===== config.mk =====
export PLATFORM = sky130hd
export DESIGN_NAME = otf_front
export DESIGN_NICKNAME = d
export VERILOG_FILES = /design/src/sv/otf_pkg.sv /design/src/sv/otf_front.sv
export SDC_FILE = /design/constraint.sdc
export NUM_CORES = 1
export LEC_CHECK = 0
export BUFFER_PORTS_ARGS = -buffer_cell sky130_fd_sc_hd__buf_2
export CAP_MARGIN = 0
export CORE_ASPECT_RATIO = 1.1
export CORE_MARGIN = 4
export CORE_UTILIZATION = 45
export DETAILED_ROUTE_END_ITERATION = 7
export HOLD_SLACK_MARGIN = 0.05
export PLACE_DENSITY = 0.67
export SYNTH_ARGS = -nofsm -noshare
export SYNTH_HDL_FRONTEND = slang
export SYNTH_SLANG_ARGS = --single-unit

===== constraint.sdc =====
create_clock -name clk -period 2 [get_ports clk]
set_input_delay 0.1 -clock clk [delete_from_list [all_inputs] [get_ports clk]]
set_output_delay 0.1 -clock clk [all_outputs]
set_load 0.05 [all_outputs]

===== src/sv/otf_pkg.sv =====
package otf_pkg;

  // histogram geometry
  localparam int LEVELS = 256;
  localparam int LEVEL_W = 8;
  localparam int BIN_W = 23;
  localparam int SUM_W = 31;
  localparam logic [BIN_W-1:0] MAX_FRAME_PIXELS = 23'd4194304;

  // scan arithmetic widths
  localparam int D_W = 54;
  localparam int D2_W = 2 * D_W;
  localparam int DEN_W = 2 * BIN_W;
  localparam int MC_W = D2_W;
  localparam int MP_W = D_W;
  localparam int PROD_W = MC_W + MP_W;

  // level codes
  localparam logic [LEVEL_W-1:0] LAST_SCAN_LEVEL = LEVEL_W'(LEVELS - 2);
  localparam logic [LEVEL_W-1:0] LAST_BIN = LEVEL_W'(LEVELS - 1);
  localparam logic [LEVEL_W-1:0] NO_LEVEL = 8'd1;
  localparam logic [LEVEL_W-1:0] MIN_THRESHOLD_RESET = 8'd20;

  // pixel queue
  localparam int QUEUE_DEPTH = 4;
  localparam int QPTR_W = 2;
  localparam int QCNT_W = 3;

  typedef struct packed {
    logic [7:0] pixel;
    logic       last_pixel;
  } in_item_t;

  typedef struct packed {
    logic [7:0] threshold;
    logic [7:0] raw_threshold;
    logic       empty_frame;
  } out_item_t;

  typedef enum logic [3:0] {
    B_IDLE, B_ACC, B_RD, B_BIN, B_CHK, B_DIFF, B_SQS, B_SQW,
    B_CMPS, B_CMPW, B_NEXT, B_DONE, B_CLR
  } back_state_t;

endpackage


===== src/sv/otf_front.sv =====
module otf_front (
  input  logic              clk,
  input  logic              rst,
  input  logic              in_valid,
  output logic              in_ready,
  input  otf_pkg::in_item_t in_data,
  output logic              q_valid,
  output otf_pkg::in_item_t q_item,
  input  logic              q_pop
);

  otf_pkg::in_item_t entries [otf_pkg::QUEUE_DEPTH];
  logic [otf_pkg::QPTR_W-1:0] wr_ptr;
  logic [otf_pkg::QPTR_W-1:0] rd_ptr;
  logic [otf_pkg::QCNT_W-1:0] count;
  logic push;
  logic pop;

  assign in_ready = (count != otf_pkg::QCNT_W'(otf_pkg::QUEUE_DEPTH));
  assign push = in_valid && in_ready;
  assign q_valid = (count != '0);
  assign pop = q_pop && q_valid;
  assign q_item = entries[rd_ptr];

  // item storage
  always_ff @(posedge clk) begin
    if (push) begin
      entries[wr_ptr] <= in_data;
    end
  end

  // pointers and fill count
  always_ff @(posedge clk) begin
    if (rst) begin
      wr_ptr <= '0;
      rd_ptr <= '0;
      count <= '0;
    end else begin
      if (push) wr_ptr <= wr_ptr + 1'b1;
      if (pop) rd_ptr <= rd_ptr + 1'b1;
      if (push && !pop) count <= count + 1'b1;
      else if (pop && !push) count <= count - 1'b1;
    end
  end

endmodule


==> results of run 1 <==
-- synth_stat cells --
cell      count  area share (%)
nand2b_1      2            0.70
dfxtp_1       9              10
o21ai_0       1            0.28
nor2_1        7             1.5
mux4_2        9              11
or3_1         1            0.35
buf_4         1            0.42
mux2_4        1            0.84
mux2i_1       2             1.1
clkbuf_1      2            0.42
fa_1          1             1.1
o311ai_1      1            0.49
edfxtp_1     36              61
or3_2         1            0.42
nand2_1       1            0.21
o31ai_2       1            0.70
xor2_1        4             2.0
a21oi_1       1            0.28
nor2_2        1            0.35
a21boi_4      1             1.1
and2_1        4             1.4
inv_1         3            0.63
ha_1          5             3.5
-- worst paths after layout --
kind / startpoint / endpoint / slack [ns] / cells past startpoint
setup / recovery: count[2] / count[2] / 0.02 / 7
setup reg to reg: count[2] / count[2] / 0.02 / 7
hold / removal: rst / count[0] / 0.09 / 2
hold reg to reg: wr_ptr[1] / wr_ptr[1] / 0.52 / 2
-- flip-flops by register name, summed over array words and instances, names as in the netlist, named ones only --
| signal | cells |
|---|---|
| entries | 36 |
| count | 3 |
| rd_ptr | 2 |
| wr_ptr | 2 |
-- worst register-to-register path, stage by stage (launching register included) --
cell,delay (ns)
dfxtp_4,0.38
o31ai_4,0.27
ha_2,0.23
inv_1,0.05
fa_1,0.37
xor2_1,0.17
or3_1,0.31
a21oi_1,0.13
-- final cells by class --
class,instances,area [sq um]
repair buffers,43,288
well taps,50,62.6
flip-flops and latches,45,1270
clock inverters,3,17.5
fillers,300,1520
multi-input cells,44,504
clock buffers,5,68.8
inverters,3,11.3
-- logic make-up after synthesis --
logic type               share of synthesized area, %
AO/OA/AOI/OAI                                    2.81
buffers and inverters                            1.48
XOR/XNOR                                         1.97
multiplexers                                     13.4
adder cells (fa/ha/maj)                          4.64
AND/OR/NAND/NOR                                  4.92
flip-flops                                       70.8
-- repair_timing --
action,4_1_cts,5_1_grt
buffers inserted,2,3
resized for setup,3,4
pin swaps,2,3
endpoints found under the setup margin,1,1
hold buffers,9,0
hold endpoints to repair,36,0
-- per-stage QoR --
stage                     TNS, ns  util (%)
after global placement          0      53.1
after detailed placement  -0.0688      53.1
after global routing      -0.0745      59.4
after floorplan                 0         -
after CTS                       0      58.4
final                           0      59.4
-- metal layers --
layer / up-vias / track usage [%] / wire [um]
met1: 476 / 14.7 / 1110
met4: 0 / 3.97 / 26
met3: 4 / 5.14 / 155
met5: - / 0 / 0
li1: 453 / - / -
met2: 21 / 24.1 / 1630
-- power groups by stage --
| stage | sequential, mW | clock [mW] | combinational [mW] |
|---|---|---|---|
| floorplan | 1.23 | 0 | 0.831 |
| global placement | 1.25 | 0 | 1.03 |
| detailed placement | 1.26 | 0 | 1.05 |
| CTS | 1.24 | 0.545 | 1.09 |
| global route | 1.27 | 0.599 | 1.20 |
| finish | 1.25 | 0.534 | 1.11 |
==> flow_summary.yaml, run 1 <==
clock_network:
  cts_tree: "done"
  cts_root_buf: "clkbuf_8"
  clkLatencyLatePin_ns: 0.29
  cts_buffers: 5
  h-tree-depth: 2
  clk_pin_slew_ns: 0.08
  cts.sinks: 45
  max-clock-path-buffers: 2
cells_and_area:
  layout_commonest_cell: "edfxtp_1"
  final_area_sq_um: 2220
  area_growth_pct: 24.8
  final_cell_mix: "36 x edfxtp_1, 23 x buf_2, 11 x buf_4, 9 x mux4_2, 9 x dlygate4sd3_1"
  nets: 161
  stdcell_count: 193
  insertedDiodeCount: 0
  drive_above_1_share_pct: 41.3
placed_design:
  io_buffers: 23
  dp.cells: 171
  dp_hpwl_um: 1950
  gp_congestion: 0.629
  pre_cts_slack_ns: -0.0688
  dpl_cell_area_sq_um: 1990
outcome:
  status: "complete, no violations"
worst_setup_path:
  start_kind: "flop"
  cp-end-kind: "flop"
  path_max_fanout: 5
  cp.required_ns: 2.22
  worst-path-buf-inv: 1
  cp_slowest_cell: "dfxtp_4"
  critPathMaxStageDelay_ns: 0.38
  crit_arrival_ns: 2.20
  crit_type: "reg -> reg"
  critPathTopFamily: "adder cells"
  crit_chain: "o31ai_4 > ha_2 > inv_1 > fa_1 > xor2_1 > or3_1 > a21oi_1"
timing:
  tightest_slew_ns: 0.516
  rsz0062_at_grt: "yes"
  drv_slew: 0
  holdWs_ns: 0.0855
  setup_slack_ns: 0.0177
  max_freq_mhz: 504
  maxSlewHeadroom_pct: 65.6
  setup_viol: 0
  period_share_pct: 99.1
  fin_skew_ns: 0.00446
  min_period_ns: 1.98
  hold_violations: 0
power:
  p_seq_share_pct: 43.2
  p_total_mw: 2.90
  leakagePower_nw: 0.824
  vdd_drop_max_v: 0.000788
  p_sw_share_pct: 36.9
  cellPowerDensity_nw_per_um2: 1310
  switching_power_mw: 1.07
  clkPwrFrac_pct: 18.4
  p_int_mw: 1.83
  comb_power_share_pct: 38.4
global_routing:
  grt.overflow.total: 0
  grt_max_degree: 15
  track_usage_pct: 13.5
  grt_pass1_vias: 1002
  antenna_found_initial: 0
  grt_pass1_wl_um: 4790
drt:
  remaining_drc_errors: 0
  post_drt_wl_per_cell_um: 15.1
  vias: 954
  vias_per_cell: 4.94
  drtIter0Drc: 46
  wirelength_um: 2920
  dr.pass1.iters: 4
  antenna_left: 0
die:
  die_h_um: 74.0
  die_area_sq_um: 5030
  start_util_pct: 47.6
  die_w_um: 68.0
  floorplan.rows: 23
  core_area_sq_um: 3740
  io_pins: 24
logic_synthesis:
  yosysWarnings: 0
  syn_inst: 95
  seq_area_frac_synth_pct: 70.8
  syn-num-nets: 114
  avgSynthCellArea_sq_um: 18.7
  synthesis.area_sq_um: 1780
  ys_seq_elements: 45
  yosysUniqueCellTypes: 23
hold_path:
  hp-class: "in -> reg"
job:
  max_cap_violations: 0
Note: power is estimated with default switching activity, not from simulation.
==> run 2: changes to the inputs <==
- ABC_AREA: not set -> 1
==> flow_summary.yaml, run 2 <==
drt:
  post_drt_wl_per_cell_um: 13.7
  dr.pass1.iters: 4
  drtIter0Drc: 85
  remaining_drc_errors: 0
  route.met3.wl_um: 169
  vias_per_cell: 4.99
  route.met2.wl_um: 1830
  wl_met1_um: 1370
  top_layer_used: "met4"
  antenna_left: 0
  vias: 1247
  wirelength_um: 3420
clock_network:
  h-tree-depth: 2
  clkLatencyLatePin_ns: 0.29
  cts_buffers: 5
  cts.sinks: 45
  clk_pin_slew_ns: 0.09
  cts_tree: "done"
  max-clock-path-buffers: 2
  cts_root_buf: "clkbuf_8"
  post_cts_buffers: 0
logic_synthesis:
  seq_area_frac_synth_pct: 67.7
  synthesis.area_sq_um: 1860
  ys_seq_elements: 45
  yosysMostFrequentCell: "edfxtp_1"
  synthTopCellsByCount: "36 x edfxtp_1, 31 x nor2_1, 17 x o21ai_0"
  yosysUniqueCellTypes: 20
  synth-edff-count: 36
  synth_top_area_share_pct: 58.1
  yosysTopAreaCell: "edfxtp_1"
  synth.area.top_cells: "edfxtp_1 58%, dfxtp_1 9.7%, nor2_1 6.3%, o21ai_0 4.6%, ha_1 3.4%"
  avgSynthCellArea_sq_um: 12.1
  synth_ff_type: "edfxtp_1"
  async_reset_ff_share_pct: 0
  yosysWarnings: 0
  syn-num-nets: 173
  syn_inst: 154
global_routing:
  grt_pass1_vias: 1180
  grt_pass1_wl_um: 5460
  antenna_found_initial: 0
  track_usage_pct: 14.1
  grt_max_degree: 19
  grt.overflow.total: 0
timing:
  setup_slack_ns: 0.147
  max_freq_mhz: 540
  tightest_slew_ns: 0.509
  rsz0062_at_grt: "no"
  fin_skew_ns: 0.0109
  drv_slew: 0
  fin_tns_setup_ns: 0
  holdWs_ns: 0.126
  maxSlewHeadroom_pct: 65.9
  setup_viol: 0
  min_period_ns: 1.85
  hold_violations: 0
  period_share_pct: 92.6
cells_and_area:
  nets: 216
  fill_cells: 337
  area_growth_pct: 21.8
  layout_commonest_cell: "edfxtp_1"
  final_core_util_pct: 56.8
  final_cell_mix: "36 x edfxtp_1, 31 x nor2_1, 23 x buf_2, 16 x o21ai_0, 13 x inv_1"
  largest_reg_flops: 36
  insertedDiodeCount: 0
  reg_top3: "entries: 36 flops, count: 3 flops"
  top_register: "entries"
  drive_above_1_share_pct: 23.2
outcome:
  status: "complete, no violations"
hold_path:
  hp-class: "in -> reg"
placed_design:
  gp_congestion: 0.843
  pre_cts_slack_ns: 0.117
  io_buffers: 23
  dp_hpwl_um: 2440
power:
  cellPowerDensity_nw_per_um2: 1350
  leakagePower_nw: 0.887
  vdd_drop_max_v: 0.000763
die:
  core_area_sq_um: 3990
  floorplan.rows: 24
  die_h_um: 75.5
  die_area_sq_um: 5230
  die_w_um: 69.3
  io_pins: 24
  start_util_pct: 46.6
worst_setup_path:
  crit_arrival_ns: 2.04
  cp-end-kind: "flop"
  path_max_fanout: 5
  cp.required_ns: 2.19
  crit_type: "reg -> reg"
  start_kind: "flop"
job:
  max_cap_violations: 0
==> run 2: area by class of cell <==
type                    instances  area [sq um]  share of cell area (%)
inverters                      16          65.1                    2.87
flip-flops and latches         45          1260                    55.6
clock inverters                 3          46.3                    2.04
repair buffers                 39           260                    11.5
well taps                      52          65.1                    2.87
clock buffers                   5          68.8                    3.03
multi-input cells              90           502                    22.1
==> run 2: what timing repair did <==
item | 4_1_cts | 5_1_grt
hold buffers | 10 | 0
setup endpoints to repair | 0 | 1
endpoints found under the hold margin | 41 | 0
resized for setup | 0 | 1
==> run 2: worst paths after layout <==
check / slack [ns] / cells past startpoint / start / endpoint
hold reg to reg: 0.50 / 2 / rd_ptr[0] / rd_ptr[0]
setup reg to reg: 0.15 / 9 / count[1] / count[1]
setup / recovery: 0.15 / 9 / count[1] / count[1]
hold / removal: 0.13 / 3 / q_pop / rd_ptr[1]
==> run 2: through the flow <==
step / total power [mW] / std cells / cell area, sq um
2_1_floorplan: 2.14 / 154 / 1860
3_3_place_gp: 2.35 / 232 / 2050
3_5_place_dp: 2.40 / 232 / 2050
4_1_cts: 3.08 / 250 / 2270
5_1_grt: 3.24 / 250 / 2270
6_report: 3.06 / 250 / 2270
==> run 2: critical path, stage by stage (launching register included) <==
cell and delay [ns]:
dfxtp_1 0.37, nor2_4 0.19, nand2_4 0.09, nand2_4 0.09, inv_2 0.05, ha_1 0.21, inv_1 0.10, fa_1 0.42
o21ai_1 0.17, nor2_1 0.06
==> run 2: cells by family (layout without fill, tap and decap cells) <==
group | after synthesis | count (layout) | share of synthesized area, %
AND/OR/NAND/NOR | 52 | 52 | 13.1
flip-flops | 45 | 45 | 67.7
AO/OA/AOI/OAI | 31 | 31 | 8.94
buffers and inverters | 19 | 63 | 5.31
adder cells (fa/ha/maj) | 6 | 6 | 4.44
XOR/XNOR | 1 | 1 | 0.471
==> run 2: metal layers <==
metal | up-vias | GRT usage [%]
met2 | 28 | 26.5
met4 | 0 | 5.86
met5 | - | 0
met1 | 598 | 15.6
li1 | 616 | -
met3 | 5 | 3.43
==> run 2: where the power goes <==
group | total (mW) | switching, mW | internal (mW)
sequential | 1.24 | 0.0969 | 1.15
combinational | 1.15 | 0.827 | 0.323
clock | 0.671 | 0.297 | 0.373
total | 3.06 | 1.22 | 1.84
==> run 3: changes to the inputs <==
- PLACE_DENSITY: 0.67 -> 0.78
==> flow_summary.yaml, run 3 (synthesis results as in run 2) <==
clock_network:
  cts_resized: 0
  h-tree-depth: 2
  cts.sinks: 45
  clkLatencyLatePin_ns: 0.29
  clk_pin_slew_ns: 0.08
  max-clock-path-buffers: 2
  cts_root_buf: "clkbuf_8"
  cts_buffers: 5
  cts_tree: "done"
timing:
  maxSlewHeadroom_pct: 76.5
  min_period_ns: 1.80
  max_freq_mhz: 554
  rsz0062_at_grt: "no"
  fin_tns_setup_ns: 0
  fin_skew_ns: 0.00543
  period_share_pct: 90.2
  tightest_slew_ns: 0.352
  drv_slew: 0
  hold_violations: 0
  setup_viol: 0
cells_and_area:
  layout_commonest_cell: "edfxtp_1"
  insertedDiodeCount: 0
  final_cell_mix: "36 x edfxtp_1, 31 x nor2_1, 23 x buf_2, 17 x o21ai_0, 13 x inv_1"
  top_register: "entries"
  fill_cells: 338
  nets: 215
  reg_top3: "entries: 36 flops, count: 3 flops"
  drive_above_1_share_pct: 21.8
  area_growth_pct: 19.8
  largest_reg_flops: 36
  final_area_sq_um: 2230
drt:
  route.met3.wl_um: 167
  remaining_drc_errors: 0
  vias_per_cell: 4.86
  drtIter0Drc: 89
  wl_met1_um: 1400
  dr.pass1.iters: 4
  post_drt_wl_per_cell_um: 12.6
  top_layer_used: "met4"
  antenna_left: 0
  route.met2.wl_um: 1540
  wirelength_um: 3140
  vias: 1209
die:
  core_area_sq_um: 3990
  die_area_sq_um: 5230
  die_h_um: 75.5
  floorplan.rows: 24
  die_w_um: 69.3
  io_pins: 24
  start_util_pct: 46.6
hold_path:
  hp-class: "in -> reg"
job:
  max_cap_violations: 0
worst_setup_path:
  start_kind: "flop"
  path_max_fanout: 5
  cp.required_ns: 2.19
  r2r_slack_ns: 0.20
  crit_arrival_ns: 1.99
  cp-end-kind: "flop"
  crit_type: "reg -> reg"
power:
  p_int_mw: 1.71
  comb_power_share_pct: 39.3
  clkPwrFrac_pct: 18.1
  p_seq_share_pct: 42.6
  switching_power_mw: 1.17
  p_sw_share_pct: 40.6
  vdd_drop_max_v: 0.000684
  leakagePower_nw: 0.866
  cellPowerDensity_nw_per_um2: 1290
placed_design:
  gp_congestion: 0.776
  dp_hpwl_um: 2100
  dpl_cell_area_sq_um: 2050
  io_buffers: 23
global_routing:
  grt_max_degree: 20
  grt.overflow.total: 0
  track_usage_pct: 13.4
  grt_pass1_wl_um: 5220
  antenna_found_initial: 0
  grt_pass1_vias: 1173
outcome:
  status: "complete, no violations"
run 3: changes by cell type in the layout (fill, tap and decap cells not counted), sizes merged:
| cell | delta |
|---|---|
| clkbuf | +2 |
| bufinv | -1 |
| buf | -1 |
| clkinv | -1 |
run 3: layout make-up:
| class | count | area [sq um] | area share, % |
|---|---|---|---|
| well taps | 52 | 65.1 | 2.92 |
| clock inverters | 1 | 7.51 | 0.337 |
| repair buffers | 38 | 253 | 11.3 |
| inverters | 16 | 65.1 | 2.92 |
| multi-input cells | 90 | 502 | 22.5 |
| flip-flops and latches | 45 | 1260 | 56.6 |
| clock buffers | 7 | 76.3 | 3.42 |
run 3: path summary, 6_finish.rpt:
path              startpoint        end  depth (start not counted)
setup / recovery    count[1]   count[2]                         13
hold / removal         q_pop       flop                          3
setup reg to reg    count[1]   count[2]                         13
hold reg to reg    rd_ptr[0]  rd_ptr[0]                          2
run 3: stage by stage:
stage / cells / setup WS [ns] / power [mW] / hold slack [ns] / utilization (%)
4_1_cts: 249 / 0.199 / 2.91 / 0.131 / 55.8
6_report: 249 / 0.195 / 2.87 / 0.139 / 55.8
2_1_floorplan: 154 / 0.224 / 2.14 / 0.169 / -
5_1_grt: 249 / 0.0494 / 3.07 / 0.145 / 55.8
3_3_place_gp: 231 / 0.294 / 2.35 / 0.313 / 51.2
3_5_place_dp: 231 / 0.212 / 2.37 / 0.317 / 51.2
run 3: metal layers:
layer | vias up | track usage (%)
met3 | 4 | 4.35
met1 | 557 | 15.5
li1 | 619 | -
met2 | 29 | 23.0
met5 | - | 0
met4 | 0 | 6.51
run 3: critical path, stage by stage (launching register included):
cell	delay, ns
dfxtp_1	0.43
nor2_4	0.08
nand2_4	0.08
nand2_4	0.06
inv_2	0.06
ha_1	0.16
inv_1	0.07
fa_1	0.38
inv_1	0.08
nand2_1	0.05
nand3_1	0.09
nand2_1	0.06
nand2_1	0.05
nor2_1	0.03
run 3: timing repair:
action                                 CTS  global route
buffers inserted                         0             0
endpoints found under the hold margin   41             0
hold buffers                            10             0
run 3: power groups by stage:
stage	Sequential (mW)	Clock, mW	Combinational (mW)
floorplan	1.23	0	0.907
global placement	1.24	0	1.11
detailed placement	1.24	0	1.12
CTS	1.22	0.541	1.14
global route	1.24	0.593	1.24
finish	1.22	0.520	1.13
